`src/rtl/sfed_pkg.sv`:
```
// ---------------------------------------------------------------------------
// sfed_pkg: shared types and constants for the serial frame end detector
// Holds the field widths, frame-layout constants and command codes.
// ---------------------------------------------------------------------------
package sfed_pkg;

  localparam int unsigned ByteW  = 8;
  localparam int unsigned PosW   = 9;
  localparam int unsigned TicksW = 8;

  // Byte positions of the captured header fields
  localparam logic [PosW-1:0] PosCode = 9'd1;
  localparam logic [PosW-1:0] PosLen  = 9'd6;

  // Frame-length rules
  localparam logic [ByteW-1:0] FnMultiWrite = 8'd16;
  localparam logic [PosW-1:0]  MinFrameLast = 9'd7;
  localparam logic [PosW-1:0]  LenOverhead  = 9'd8;

  // Idle tick limit after reset
  localparam logic [TicksW-1:0] LimitReset = 8'd40;

  // Input beat kinds
  typedef enum logic {
    CMD_BYTE = 1'b0,
    CMD_TICK = 1'b1
  } cmd_t;

endpackage

```
`src/rtl/sfed_in_if.sv`:
```
// ---------------------------------------------------------------------------
// sfed_in_if: input channel of the serial frame end detector
// Carries one received byte or one timer tick per beat.
// ---------------------------------------------------------------------------
interface sfed_in_if;
  logic       valid;
  logic       ready;
  logic       cmd;
  logic [7:0] rx_byte;

  modport source (output valid, output cmd, output rx_byte, input ready);
  modport sink   (input valid, input cmd, input rx_byte, output ready);
endinterface

```
`src/rtl/sfed_out_if.sv`:
```
// ---------------------------------------------------------------------------
// sfed_out_if: result channel of the serial frame end detector
// Carries the echoed byte, its position and the frame end / abort flags.
// ---------------------------------------------------------------------------
interface sfed_out_if;
  logic       valid;
  logic       ready;
  logic [7:0] byte_value;
  logic [8:0] byte_position;
  logic       byte_valid;
  logic       frame_end;
  logic [8:0] frame_length;
  logic       timeout_abort;

  modport source (output valid, output byte_value, output byte_position,
                  output byte_valid, output frame_end, output frame_length,
                  output timeout_abort, input ready);
  modport sink   (input valid, input byte_value, input byte_position,
                  input byte_valid, input frame_end, input frame_length,
                  input timeout_abort, output ready);
endinterface

```
`src/rtl/serial_frame_end_detector.sv`:
```
// The result beat for an accepted input beat is registered and appears in the cycle after it is accepted.
// Throughput: one beat per cycle; the result register drains while the next
// beat is accepted, so only a stalled result holds off input.
// Reset: synchronous, active low; clears the position count, idle timer,
// result valid and loads the idle tick limit with its default of 40.
// ---------------------------------------------------------------------------
// serial_frame_end_detector: frame boundary tracker for a serial byte stream
// Tags each byte with its frame position, detects frame ends from the
// function code and length header, and drops partial frames on idle timeout.
// ---------------------------------------------------------------------------
module serial_frame_end_detector
  import sfed_pkg::*;
(
  input  logic        clk,
  input  logic        rst_n,
  input  logic        cfg_we,
  input  logic [7:0]  cfg_wdata,
  sfed_in_if.sink     in_ch,
  sfed_out_if.source  out_ch
);

  // Frame state
  logic [PosW-1:0]   byte_count_r, byte_count_nxt;
  logic [ByteW-1:0]  function_code_r, function_code_nxt;
  logic [ByteW-1:0]  length_field_r, length_field_nxt;
  logic              timer_running_r, timer_running_nxt;
  logic [TicksW-1:0] idle_ticks_r, idle_ticks_nxt;
  logic [TicksW-1:0] limit_r;

  // Result register
  logic              out_valid_r;
  logic [ByteW-1:0]  byte_value_r, byte_value_nxt;
  logic [PosW-1:0]   byte_position_r, byte_position_nxt;
  logic              byte_valid_r, byte_valid_nxt;
  logic              frame_end_r, frame_end_nxt;
  logic [PosW-1:0]   frame_length_r, frame_length_nxt;
  logic              timeout_abort_r, timeout_abort_nxt;

  logic              in_accept;
  logic [PosW-1:0]   count_inc;
  logic [PosW-1:0]   len_end;
  logic [TicksW:0]   ticks_inc;
  logic              ended;

  // Accept whenever the result slot is empty or draining
  assign in_ch.ready = !out_valid_r || out_ch.ready;
  assign in_accept   = in_ch.valid && in_ch.ready;

  assign count_inc = byte_count_r + 9'd1;
  assign len_end   = {1'b0, length_field_r} + LenOverhead;
  assign ticks_inc = {1'b0, idle_ticks_r} + 9'd1;

  // Frame end: long frame for multi-write, fixed length otherwise
  always_comb begin
    ended = 1'b0;
    if (count_inc > MinFrameLast) begin
      if (function_code_r == FnMultiWrite) begin
        ended = (count_inc > len_end);
      end else begin
        ended = 1'b1;
      end
    end
  end

  // Next state and result for one beat
  always_comb begin
    byte_count_nxt    = byte_count_r;
    function_code_nxt = function_code_r;
    length_field_nxt  = length_field_r;
    timer_running_nxt = timer_running_r;
    idle_ticks_nxt    = idle_ticks_r;
    byte_value_nxt    = '0;
    byte_position_nxt = '0;
    byte_valid_nxt    = 1'b0;
    frame_end_nxt     = 1'b0;
    frame_length_nxt  = '0;
    timeout_abort_nxt = 1'b0;
    case (cmd_t'(in_ch.cmd))
      CMD_TICK: begin
        // Count idle ticks, drop the partial frame past the limit
        if (timer_running_r) begin
          if (ticks_inc > {1'b0, limit_r}) begin
            idle_ticks_nxt    = '0;
            timer_running_nxt = 1'b0;
            byte_count_nxt    = '0;
            timeout_abort_nxt = 1'b1;
          end else begin
            idle_ticks_nxt = ticks_inc[TicksW-1:0];
          end
        end
      end
      CMD_BYTE: begin
        // Echo the byte, capture header fields, advance the position
        timer_running_nxt = 1'b1;
        if (byte_count_r == PosCode) begin
          function_code_nxt = in_ch.rx_byte;
        end
        if (byte_count_r == PosLen) begin
          length_field_nxt = in_ch.rx_byte;
        end
        byte_count_nxt    = count_inc;
        byte_value_nxt    = in_ch.rx_byte;
        byte_position_nxt = byte_count_r;
        byte_valid_nxt    = 1'b1;
        if (ended) begin
          frame_end_nxt     = 1'b1;
          frame_length_nxt  = count_inc;
          byte_count_nxt    = '0;
          timer_running_nxt = 1'b0;
          idle_ticks_nxt    = '0;
        end
      end
      default: begin
      end
    endcase
  end

  // Control state
  always_ff @(posedge clk) begin
    if (!rst_n) begin
      byte_count_r    <= '0;
      timer_running_r <= 1'b0;
      idle_ticks_r    <= '0;
      limit_r         <= LimitReset;
      out_valid_r     <= 1'b0;
    end else begin
      if (cfg_we) begin
        limit_r <= cfg_wdata;
      end
      if (in_accept) begin
        byte_count_r    <= byte_count_nxt;
        timer_running_r <= timer_running_nxt;
        idle_ticks_r    <= idle_ticks_nxt;
        out_valid_r     <= 1'b1;
      end else if (out_ch.ready) begin
        out_valid_r <= 1'b0;
      end
    end
  end

  // Header fields and result payload
  always_ff @(posedge clk) begin
    if (in_accept) begin
      function_code_r <= function_code_nxt;
      length_field_r  <= length_field_nxt;
      byte_value_r    <= byte_value_nxt;
      byte_position_r <= byte_position_nxt;
      byte_valid_r    <= byte_valid_nxt;
      frame_end_r     <= frame_end_nxt;
      frame_length_r  <= frame_length_nxt;
      timeout_abort_r <= timeout_abort_nxt;
    end
  end

  assign out_ch.valid         = out_valid_r;
  assign out_ch.byte_value    = byte_value_r;
  assign out_ch.byte_position = byte_position_r;
  assign out_ch.byte_valid    = byte_valid_r;
  assign out_ch.frame_end     = frame_end_r;
  assign out_ch.frame_length  = frame_length_r;
  assign out_ch.timeout_abort = timeout_abort_r;

  // Position count never reaches the longest frame length
  a_count_bound: assert property (@(posedge clk) disable iff (!rst_n)
    byte_count_r < 9'd264)
    else $error("byte count out of range");

  // A frame end leaves the position count cleared
  a_clear_on_end: assert property (@(posedge clk) disable iff (!rst_n)
    (in_accept && (ended && in_ch.cmd == CMD_BYTE)) |=> byte_count_r == '0)
    else $error("count not cleared after frame end");

  // An abort only comes from a tick, a frame end only from a byte
  a_flag_kind: assert property (@(posedge clk) disable iff (!rst_n)
    out_valid_r |-> !(timeout_abort_r && byte_valid_r) &&
                    !(frame_end_r && !byte_valid_r))
    else $error("flag on wrong beat kind");

  // Frame length is reported exactly with a frame end
  a_len_with_end: assert property (@(posedge clk) disable iff (!rst_n)
    out_valid_r |-> (frame_end_r == (frame_length_r != '0)))
    else $error("frame length without frame end");

  // Idle timer stays at zero while no frame is in progress
  a_idle_timer: assert property (@(posedge clk) disable iff (!rst_n)
    !timer_running_r |-> idle_ticks_r == '0)
    else $error("idle ticks counted while timer stopped");

endmodule

```
`src/flat_wrapper.sv`:
```
// flat-port wrapper written by rule: the top's interface ports become plain ports
module serial_frame_end_detector_flat import sfed_pkg::*;
  (clk, rst_n, cfg_we, cfg_wdata, in_ch_valid, in_ch_cmd, in_ch_rx_byte, in_ch_ready, out_ch_valid, out_ch_byte_value, out_ch_byte_position, out_ch_byte_valid, out_ch_frame_end, out_ch_frame_length, out_ch_timeout_abort, out_ch_ready);
  sfed_in_if in_ch_i ();
  sfed_out_if out_ch_i ();
  input  logic clk;
  input  logic rst_n;
  input  logic cfg_we;
  input  logic [7:0] cfg_wdata;
  input wire logic [$bits(in_ch_i.valid)-1:0] in_ch_valid;
  input wire logic [$bits(in_ch_i.cmd)-1:0] in_ch_cmd;
  input wire logic [$bits(in_ch_i.rx_byte)-1:0] in_ch_rx_byte;
  output wire logic [$bits(in_ch_i.ready)-1:0] in_ch_ready;
  output wire logic [$bits(out_ch_i.valid)-1:0] out_ch_valid;
  output wire logic [$bits(out_ch_i.byte_value)-1:0] out_ch_byte_value;
  output wire logic [$bits(out_ch_i.byte_position)-1:0] out_ch_byte_position;
  output wire logic [$bits(out_ch_i.byte_valid)-1:0] out_ch_byte_valid;
  output wire logic [$bits(out_ch_i.frame_end)-1:0] out_ch_frame_end;
  output wire logic [$bits(out_ch_i.frame_length)-1:0] out_ch_frame_length;
  output wire logic [$bits(out_ch_i.timeout_abort)-1:0] out_ch_timeout_abort;
  input wire logic [$bits(out_ch_i.ready)-1:0] out_ch_ready;
  assign in_ch_i.valid = in_ch_valid;
  assign in_ch_i.cmd = in_ch_cmd;
  assign in_ch_i.rx_byte = in_ch_rx_byte;
  assign in_ch_ready = in_ch_i.ready;
  assign out_ch_valid = out_ch_i.valid;
  assign out_ch_byte_value = out_ch_i.byte_value;
  assign out_ch_byte_position = out_ch_i.byte_position;
  assign out_ch_byte_valid = out_ch_i.byte_valid;
  assign out_ch_frame_end = out_ch_i.frame_end;
  assign out_ch_frame_length = out_ch_i.frame_length;
  assign out_ch_timeout_abort = out_ch_i.timeout_abort;
  assign out_ch_i.ready = out_ch_ready;
  serial_frame_end_detector u_core (.clk(clk), .rst_n(rst_n), .cfg_we(cfg_we), .cfg_wdata(cfg_wdata), .in_ch(in_ch_i), .out_ch(out_ch_i));
endmodule
```
`config.mk`:
```
export PLATFORM = sky130hd
export DESIGN_NAME = serial_frame_end_detector_flat
export DESIGN_NICKNAME = d
export VERILOG_FILES = /design/src/rtl/sfed_pkg.sv /design/src/rtl/sfed_in_if.sv /design/src/rtl/sfed_out_if.sv /design/src/rtl/serial_frame_end_detector.sv /design/src/flat_wrapper.sv
export SDC_FILE = /design/constraint.sdc
export NUM_CORES = 1
export LEC_CHECK = 0
export ABC_CLOCK_PERIOD_IN_PS = 7050
export BUFFER_PORTS_ARGS = -buffer_cell sky130_fd_sc_hd__buf_2
export CORE_ASPECT_RATIO = 0.8
export CORE_MARGIN = 2
export CORE_UTILIZATION = 59
export DETAILED_ROUTE_END_ITERATION = 8
export GPL_TIMING_DRIVEN = 0
export PLACE_DENSITY = 0.82
export SETUP_SLACK_MARGIN = 0.05
export SYNTH_ARGS = -nofsm -noshare
export SYNTH_HDL_FRONTEND = slang
export SYNTH_SLANG_ARGS = --single-unit
```
`constraint.sdc`:
```
create_clock -name clk -period 7.05 [get_ports clk]
set_input_delay 1.0575 -clock clk [delete_from_list [all_inputs] [get_ports clk]]
set_output_delay 1.0575 -clock clk [all_outputs]
set_load 0.01 [all_outputs]
```
---- Yosys cells after proc, flatten, opt, wreduce, memory -nomap -nowiden ----
Cells that the tools add are included.
word-level totals
  input bits .............................. 22
  output and inout bits ................... 31
  register bits after elaboration ......... 72
  word-level logic and storage cells ...... 56
operators by class
  $add $sub $neg .......................... 3
  bitwise operators ....................... 2
  reduce and logical (&&, ||, !) cells .... 10
  mux-type cells .......................... 19
  order comparisons ....................... 3
  equal/unequal tests ..................... 6
operators with widths
  kind                                                                    number
  9-bit 2-to-1 mux                                                        3
  8-bit 2-to-1 mux                                                        3
  9-bit case mux with 2 select lines                                      1
  8-bit case mux with 2 select lines                                      1
  3-bit AND reduction                                                     4
  1-bit 2-to-1 mux                                                        10
  8-bit by 1-bit adder with 9-bit output (second input constant)          1
  8-bit by 4-bit adder with 9-bit output (second input constant)          1
  9-bit by 1-bit adder with 9-bit output (second input constant)          1
  9-bit by 1-bit equality test with 1-bit output (second input constant)  1
  9-bit by 3-bit equality test with 1-bit output (second input constant)  1
  9-bit by 3-bit > comparator with 1-bit output (second input constant)   1
  9-bit by 8-bit > comparator with 1-bit output                           1
  9-bit > comparator                                                      1
  8-bit by 5-bit equality test with 1-bit output (second input constant)  1
  2-bit by 1-bit != test with 1-bit output (second input constant)        3
  1-bit NOT                                                               2
  1-bit case mux with 2 select lines                                      1
  2-bit AND reduction                                                     1
  2-bit nonzero test                                                      1
  2-bit OR reduction                                                      1
  1-bit logical AND                                                       1
  1-bit logical NOT                                                       1
  1-bit logical OR                                                        1

---- Depth between registers and ports, before layout ----
  depth in word-level cells ............... 6
  mapped depth ............................ 13
  gate-level depth less buffers ........... 12

---- Worst setup path after synthesis ----
No wires, ideal clock.
  path kind ............................... input -> register
  from .................................... in out_ch_ready
  to ...................................... reg u_core.function_code_r[0] (enable)
  arrival ................................. 2759 ps
  buffers on the path ..................... 1
  data required time ...................... 6665 ps
  setup time .............................. 385 ps
  setup slack ............................. 3905 ps
  stages .................................. 6
  path through ............................ nand2b_1 > nand2_1 > clkbuf_1 > nor2_1 > nand3_1 > nor3b_1
between the ends
  word-level cells in the longest chain between the ends .. 3
ends and longest elaborated chain
  item                           RTL line                          source
  from (decl)                    flat_wrapper.sv:21                input wire logic [$bits(out_ch_i.ready)-1:0] out_ch_ready;
  1-bit logical OR               serial_frame_end_detector.sv:46   assign in_ch.ready = !out_valid_r || out_ch.ready;
  1-bit logical AND              serial_frame_end_detector.sv:47   assign in_accept = in_ch.valid && in_ch.ready;
  3-bit AND reduction (no line)  n/a
  to (signal assigned)           serial_frame_end_detector.sv:144  function_code_r <= function_code_nxt;
  to (decl)                      serial_frame_end_detector.sv:24   logic [ByteW-1:0] function_code_r, function_code_nxt;
Every way passes these cells.
A chain may end at the register's enable or synchronous reset.

---- Worst setup path in the final report ----
  from .................................... reg u_core.idle_ticks_r[0]
  to ...................................... reg u_core.byte_count_r[2]
between the ends
  word-level cells in the longest chain between the ends .. 4
ends and longest elaborated chain
  item                                                RTL line                          source
  from (decl)                                         serial_frame_end_detector.sv:27   logic [TicksW-1:0] idle_ticks_r, idle_ticks_nxt;
  from (signal assigned)                              serial_frame_end_detector.sv:133  idle_ticks_r <= idle_ticks_nxt;
  8-bit by 1-bit adder with 9-bit output              serial_frame_end_detector.sv:51   assign ticks_inc = {1'b0, idle_ticks_r} + 9'd1;
  9-bit by 8-bit > comparator with 1-bit output       serial_frame_end_detector.sv:82   if (ticks_inc > {1'b0, limit_r}) begin
  2-bit by 1-bit != test with 1-bit output (no line)  n/a
  3-bit AND reduction (no line)                       n/a
  to (signal assigned)                                serial_frame_end_detector.sv:131  byte_count_r <= byte_count_nxt;
  to (decl)                                           serial_frame_end_detector.sv:23   logic [PosW-1:0] byte_count_r, byte_count_nxt;
Every way passes these cells.

==> summary.md <==
The tools report the leakage power of the design as 0.00168 uW. For the largest clock skew in the final design, the log shows 0.00872 ns. The run gives 38.1% as the part of the power in the clock network. Of the cells placed in the final design, the portion with a size suffix greater than 1 is 21.3%. For this block, the initial DRC count from the detailed router was 146.

The run finished with clean final reports. Traced cell by cell, the critical path runs through ha_1 > nand3_1 > and2_1 > or2_2 > ha_1 > o21ai_0 > a21o_1 > a221oi_1 > o21a_1 > o21ai_0 > and2_1 > clkbuf_1 > a21o_1. TritonCTS built the clock tree. The share of the core filled with cells in the final layout was 70.8%. Summed over its instances, the top area cell type makes up 36.9% of the synthesized netlist area. Compared with the post-synthesis result, the final layout area differs by 15.0%. Die height: 74.4 um. Averaged over all synthesized cells, the footprint is 10.9 um2. The initial utilization of the core area, before any placement, comes to 61.6%. Endpoint type of the worst setup path: a flip-flop. Setup slack closes at 3.37 ns.

The tools report the net switching power as 206 uW. In this run the deepest clock path goes through 2 buffers. The I/O pin count came out at 53. Setup repair after global routing left no endpoint under its margin. Clock tree synthesis found a total of 72 sinks. The worst voltage drop across the vdd grid is 0.193 mV, and the post-route fraction of the period consumed by the critical path is 52.2%. By area the synthesized netlist is led by sky130_fd_sc_hd__edfxtp_1, sky130_fd_sc_hd__dfxtp_1, sky130_fd_sc_hd__ha_1.

Headroom to the max-slew limit came out at 10.8%. In this run the core area contains 25 standard-cell rows. The filler cell count is 467, and the pre-CTS worst setup slack is 3.23 ns.

Initial antenna violation count: 0. The number of buffers inserted by hold repair at cts came out at 0. The mapped netlist covers 3660 um2. Yosys mapped a number of flops with a built-in enable equal to 45. Sequential cells burn 54.5% of the power. The power density of the placed cells came out at 203 nW/um2.

The post-CTS repair timing setup buffer count is 0. Of all nets on the critical path, the largest fanout is 7. The tool flagged a number of max-cap violations equal to 0. Dividing the detail-routed wire length by the instance count gives 15.5 um. Synthesized netlist net count: 379.

The number of standard cells in the final layout excluding fillers is 485. The delay of the slowest cell on the worst path works out to 0.75 ns. The largest individual stage delay along the critical path comes from the cell sky130_fd_sc_hd__a221oi_1. The core region is 5940 um2.

The congestion estimate from routability-driven global placement came to 0.875. Across every metal layer, demand over resource in global routing totals 23.7%. TritonCTS created 9 clock buffers. The number of gates resized after CTS was 0.

The tree is rooted in a sky130_fd_sc_hd__clkbuf_8. The run gives 649 uW as the internal portion of total power. After synthesis, the share of flip-flops with an asynchronous set or reset is 0%. In the routed design, unresolved DRC markers number 0.

The tightest min-delay check is of the reg2reg type. The clock tree synthesis step divided the H-tree into 3 levels. The number of placed instances, taps included, is 469.

The total inserted antenna cells is 0. The run gives 0 as the total count of hold-check failures in the final report. Dividing the detail-routed via count by the number of cells gives 5.59. The run gives 7.4% as the power share of the combinational group. Before antenna repair, the detailed router went through 5 iterations. Summed over all layers, the global routing overflow is 0. The critical path in this run is classified as reg2reg. After clock tree synthesis, the clock-pin slew on the worst setup and hold paths is 0.08 ns. In this run switching power makes up 24.1% of total power. Sum of net half-perimeters after detailed placement: 5340 um.

The count of input and output buffers is 51. Worst endpoint data arrival time: 3.93 ns. In this run, distinct cell masters in the synthesized netlist total 56. For this run, the top clock speed supported by timing is 272 MHz. Kind of cell adding the most delay to the critical path: compound AO/OA/AOI/OAI gates.

Post-detailed-route count of antenna-violating nets: 0. The share of synthesized area occupied by flip-flops and latches is 51.7%, and the data required time of the worst path is 7.30 ns. For the count of mapped cells out of synthesis, the log shows 337.

The tools report the count of final setup violators as 0. The later-pin clock latency in the skew report is 0.35 ns. The tools report the setup TNS as 0 ns. From left edge to right edge, the die measures 92.0 um. The register bit total from synthesis works out to 72. The first global-routing pass estimated 12400 um of wire. The total number of yosys warnings came out at 0. The die area was 6850 um2. The most area-hungry cell type in the Yosys netlist is sky130_fd_sc_hd__edfxtp_1. The pin slew with the least headroom to its limit is 1.33 ns, and the pin count of the biggest net entering global routing is 33. Hold timing on the final database bottoms out at a slack of 0.501 ns. STA classifies the critical path startpoint as a flip-flop.

In the synthesized netlist the dominant register cell turns out to be sky130_fd_sc_hd__edfxtp_1. Number of global-route vias before repair: 2558. The routed design could run at a clock period as short as 3.68 ns. The buffer and inverter count on the worst path is 1. The logs give 0 for the final-report max-slew violation count and 2711 for the vias after detailed routing. After detailed routing, the total wire length is 7520 um. The run gives 441 as the number of nets in the layout.
[kinds of logic (layout without fill, tap and decap cells)]
logic type      Yosys count  in the layout  share of synthesized area (%)
simple gates            122            122                           18.4
flops                    72             72                           51.7
compound gates           63             63                           12.6
buf+inv                  38            105                           4.58
fa+ha+maj                20             20                           6.84
xor+xnor                 15             15                           4.00
mux                       7              7                           1.92
[routing by layer]
layer | track usage (%) | wire, um | vias up
met3 | 5.47 | 475 | 11
met5 | 0 | 0 | -
met2 | 38.7 | 3470 | 95
met4 | 7.96 | 106 | 0
met1 | 31.8 | 3460 | 1247
li1 | - | - | 1358
[through the flow]
| step | instance area [um2] | total power [uW] |
|---|---|---|
| 3_3_place_gp | 4020 | 537 |
| 4_1_cts | 4210 | 861 |
| 3_5_place_dp | 4020 | 539 |
| 6_report | 4210 | 855 |
| 5_1_grt | 4210 | 884 |
| 2_1_floorplan | 3660 | 512 |
[power by group through the flow]
stage	clock [uW]	combinational, uW	sequential [uW]
after global routing	345	70.5	468
final	326	63.0	467
after CTS	331	63.5	467
after floorplan	0	31.0	481
after global placement	0	61.0	476
after detailed placement	0	63.0	476
[path summary, 6_finish.rpt]
path | cells after the start | to | start | slack (ns)
max | 13 | u_core.byte_count_r[2] | u_core.idle_ticks_r[0] | 3.37
min | 2 | u_core.limit_r[7] | u_core.limit_r[7] | 0.50
max reg2reg | 13 | u_core.byte_count_r[2] | u_core.idle_ticks_r[0] | 3.37
min reg2reg | 2 | u_core.limit_r[7] | u_core.limit_r[7] | 0.50
[synth_stat cells, types with 9 or more instances]
cell type and count:
sky130_fd_sc_hd__dfxtp_1 27, sky130_fd_sc_hd__inv_1 21, sky130_fd_sc_hd__a21oi_1 13, sky130_fd_sc_hd__clkbuf_1 9, sky130_fd_sc_hd__nor3_1 14, sky130_fd_sc_hd__nand2_1 16
sky130_fd_sc_hd__nand3_1 12, sky130_fd_sc_hd__o21ai_0 13, sky130_fd_sc_hd__nor2b_1 18, sky130_fd_sc_hd__ha_1 20, sky130_fd_sc_hd__nor2_1 24, sky130_fd_sc_hd__edfxtp_1 45
[registers in the layout (all words and copies together), names as in the netlist]
signal	flops
u_core.out_ch.byte_valid	1
u_core.out_ch.frame_end	1
u_core.out_ch.byte_value	8
u_core.out_ch.valid	1
u_core.timer_running_r	1
u_core.limit_r	8
u_core.function_code_r	8
u_core.byte_count_r	9
u_core.length_field_r	8
u_core.idle_ticks_r	8
u_core.out_ch.byte_position	9
u_core.out_ch.timeout_abort	1
u_core.out_ch.frame_length	9
[worst register-to-register path, cell delays in order (launching register included)]
cell	delay, ns
sky130_fd_sc_hd__dfxtp_1	0.41
sky130_fd_sc_hd__ha_1	0.22
sky130_fd_sc_hd__nand3_1	0.13
sky130_fd_sc_hd__and2_1	0.19
sky130_fd_sc_hd__or2_2	0.30
sky130_fd_sc_hd__ha_1	0.29
sky130_fd_sc_hd__o21ai_0	0.08
sky130_fd_sc_hd__a21o_1	0.16
sky130_fd_sc_hd__a221oi_1	0.75
sky130_fd_sc_hd__o21a_1	0.23
sky130_fd_sc_hd__o21ai_0	0.14
sky130_fd_sc_hd__and2_1	0.28
sky130_fd_sc_hd__clkbuf_1	0.19
sky130_fd_sc_hd__a21o_1	0.21
[cell usage in the layout, fill, tap and decap left out, drive strengths merged, types with 6 or more instances in the layout]
master	instances
a21oi	13
buf	59
clkbuf	19
dfxtp	27
edfxtp	45
ha	20
inv	24
mux2i	7
nand2	16
nand3	13
nand4	6
nor2	24
nor2b	18
nor3	14
o211ai	9
o21ai	13
xnor2	7
xor2	8
[final cells by class]
cell class,count,area (um2),share of cell area [%]
multi-input combinational,227,1600,38.0
buffer,17,88.8,2.11
timing repair buffer,51,255,6.07
tap,81,101,2.41
clock buffer,10,128,3.03
sequential,72,1890,45.0
clock inverter,6,65.1,1.55
inverter,21,78.8,1.87
No activity file was read; power rests on OpenSTA's default activity.
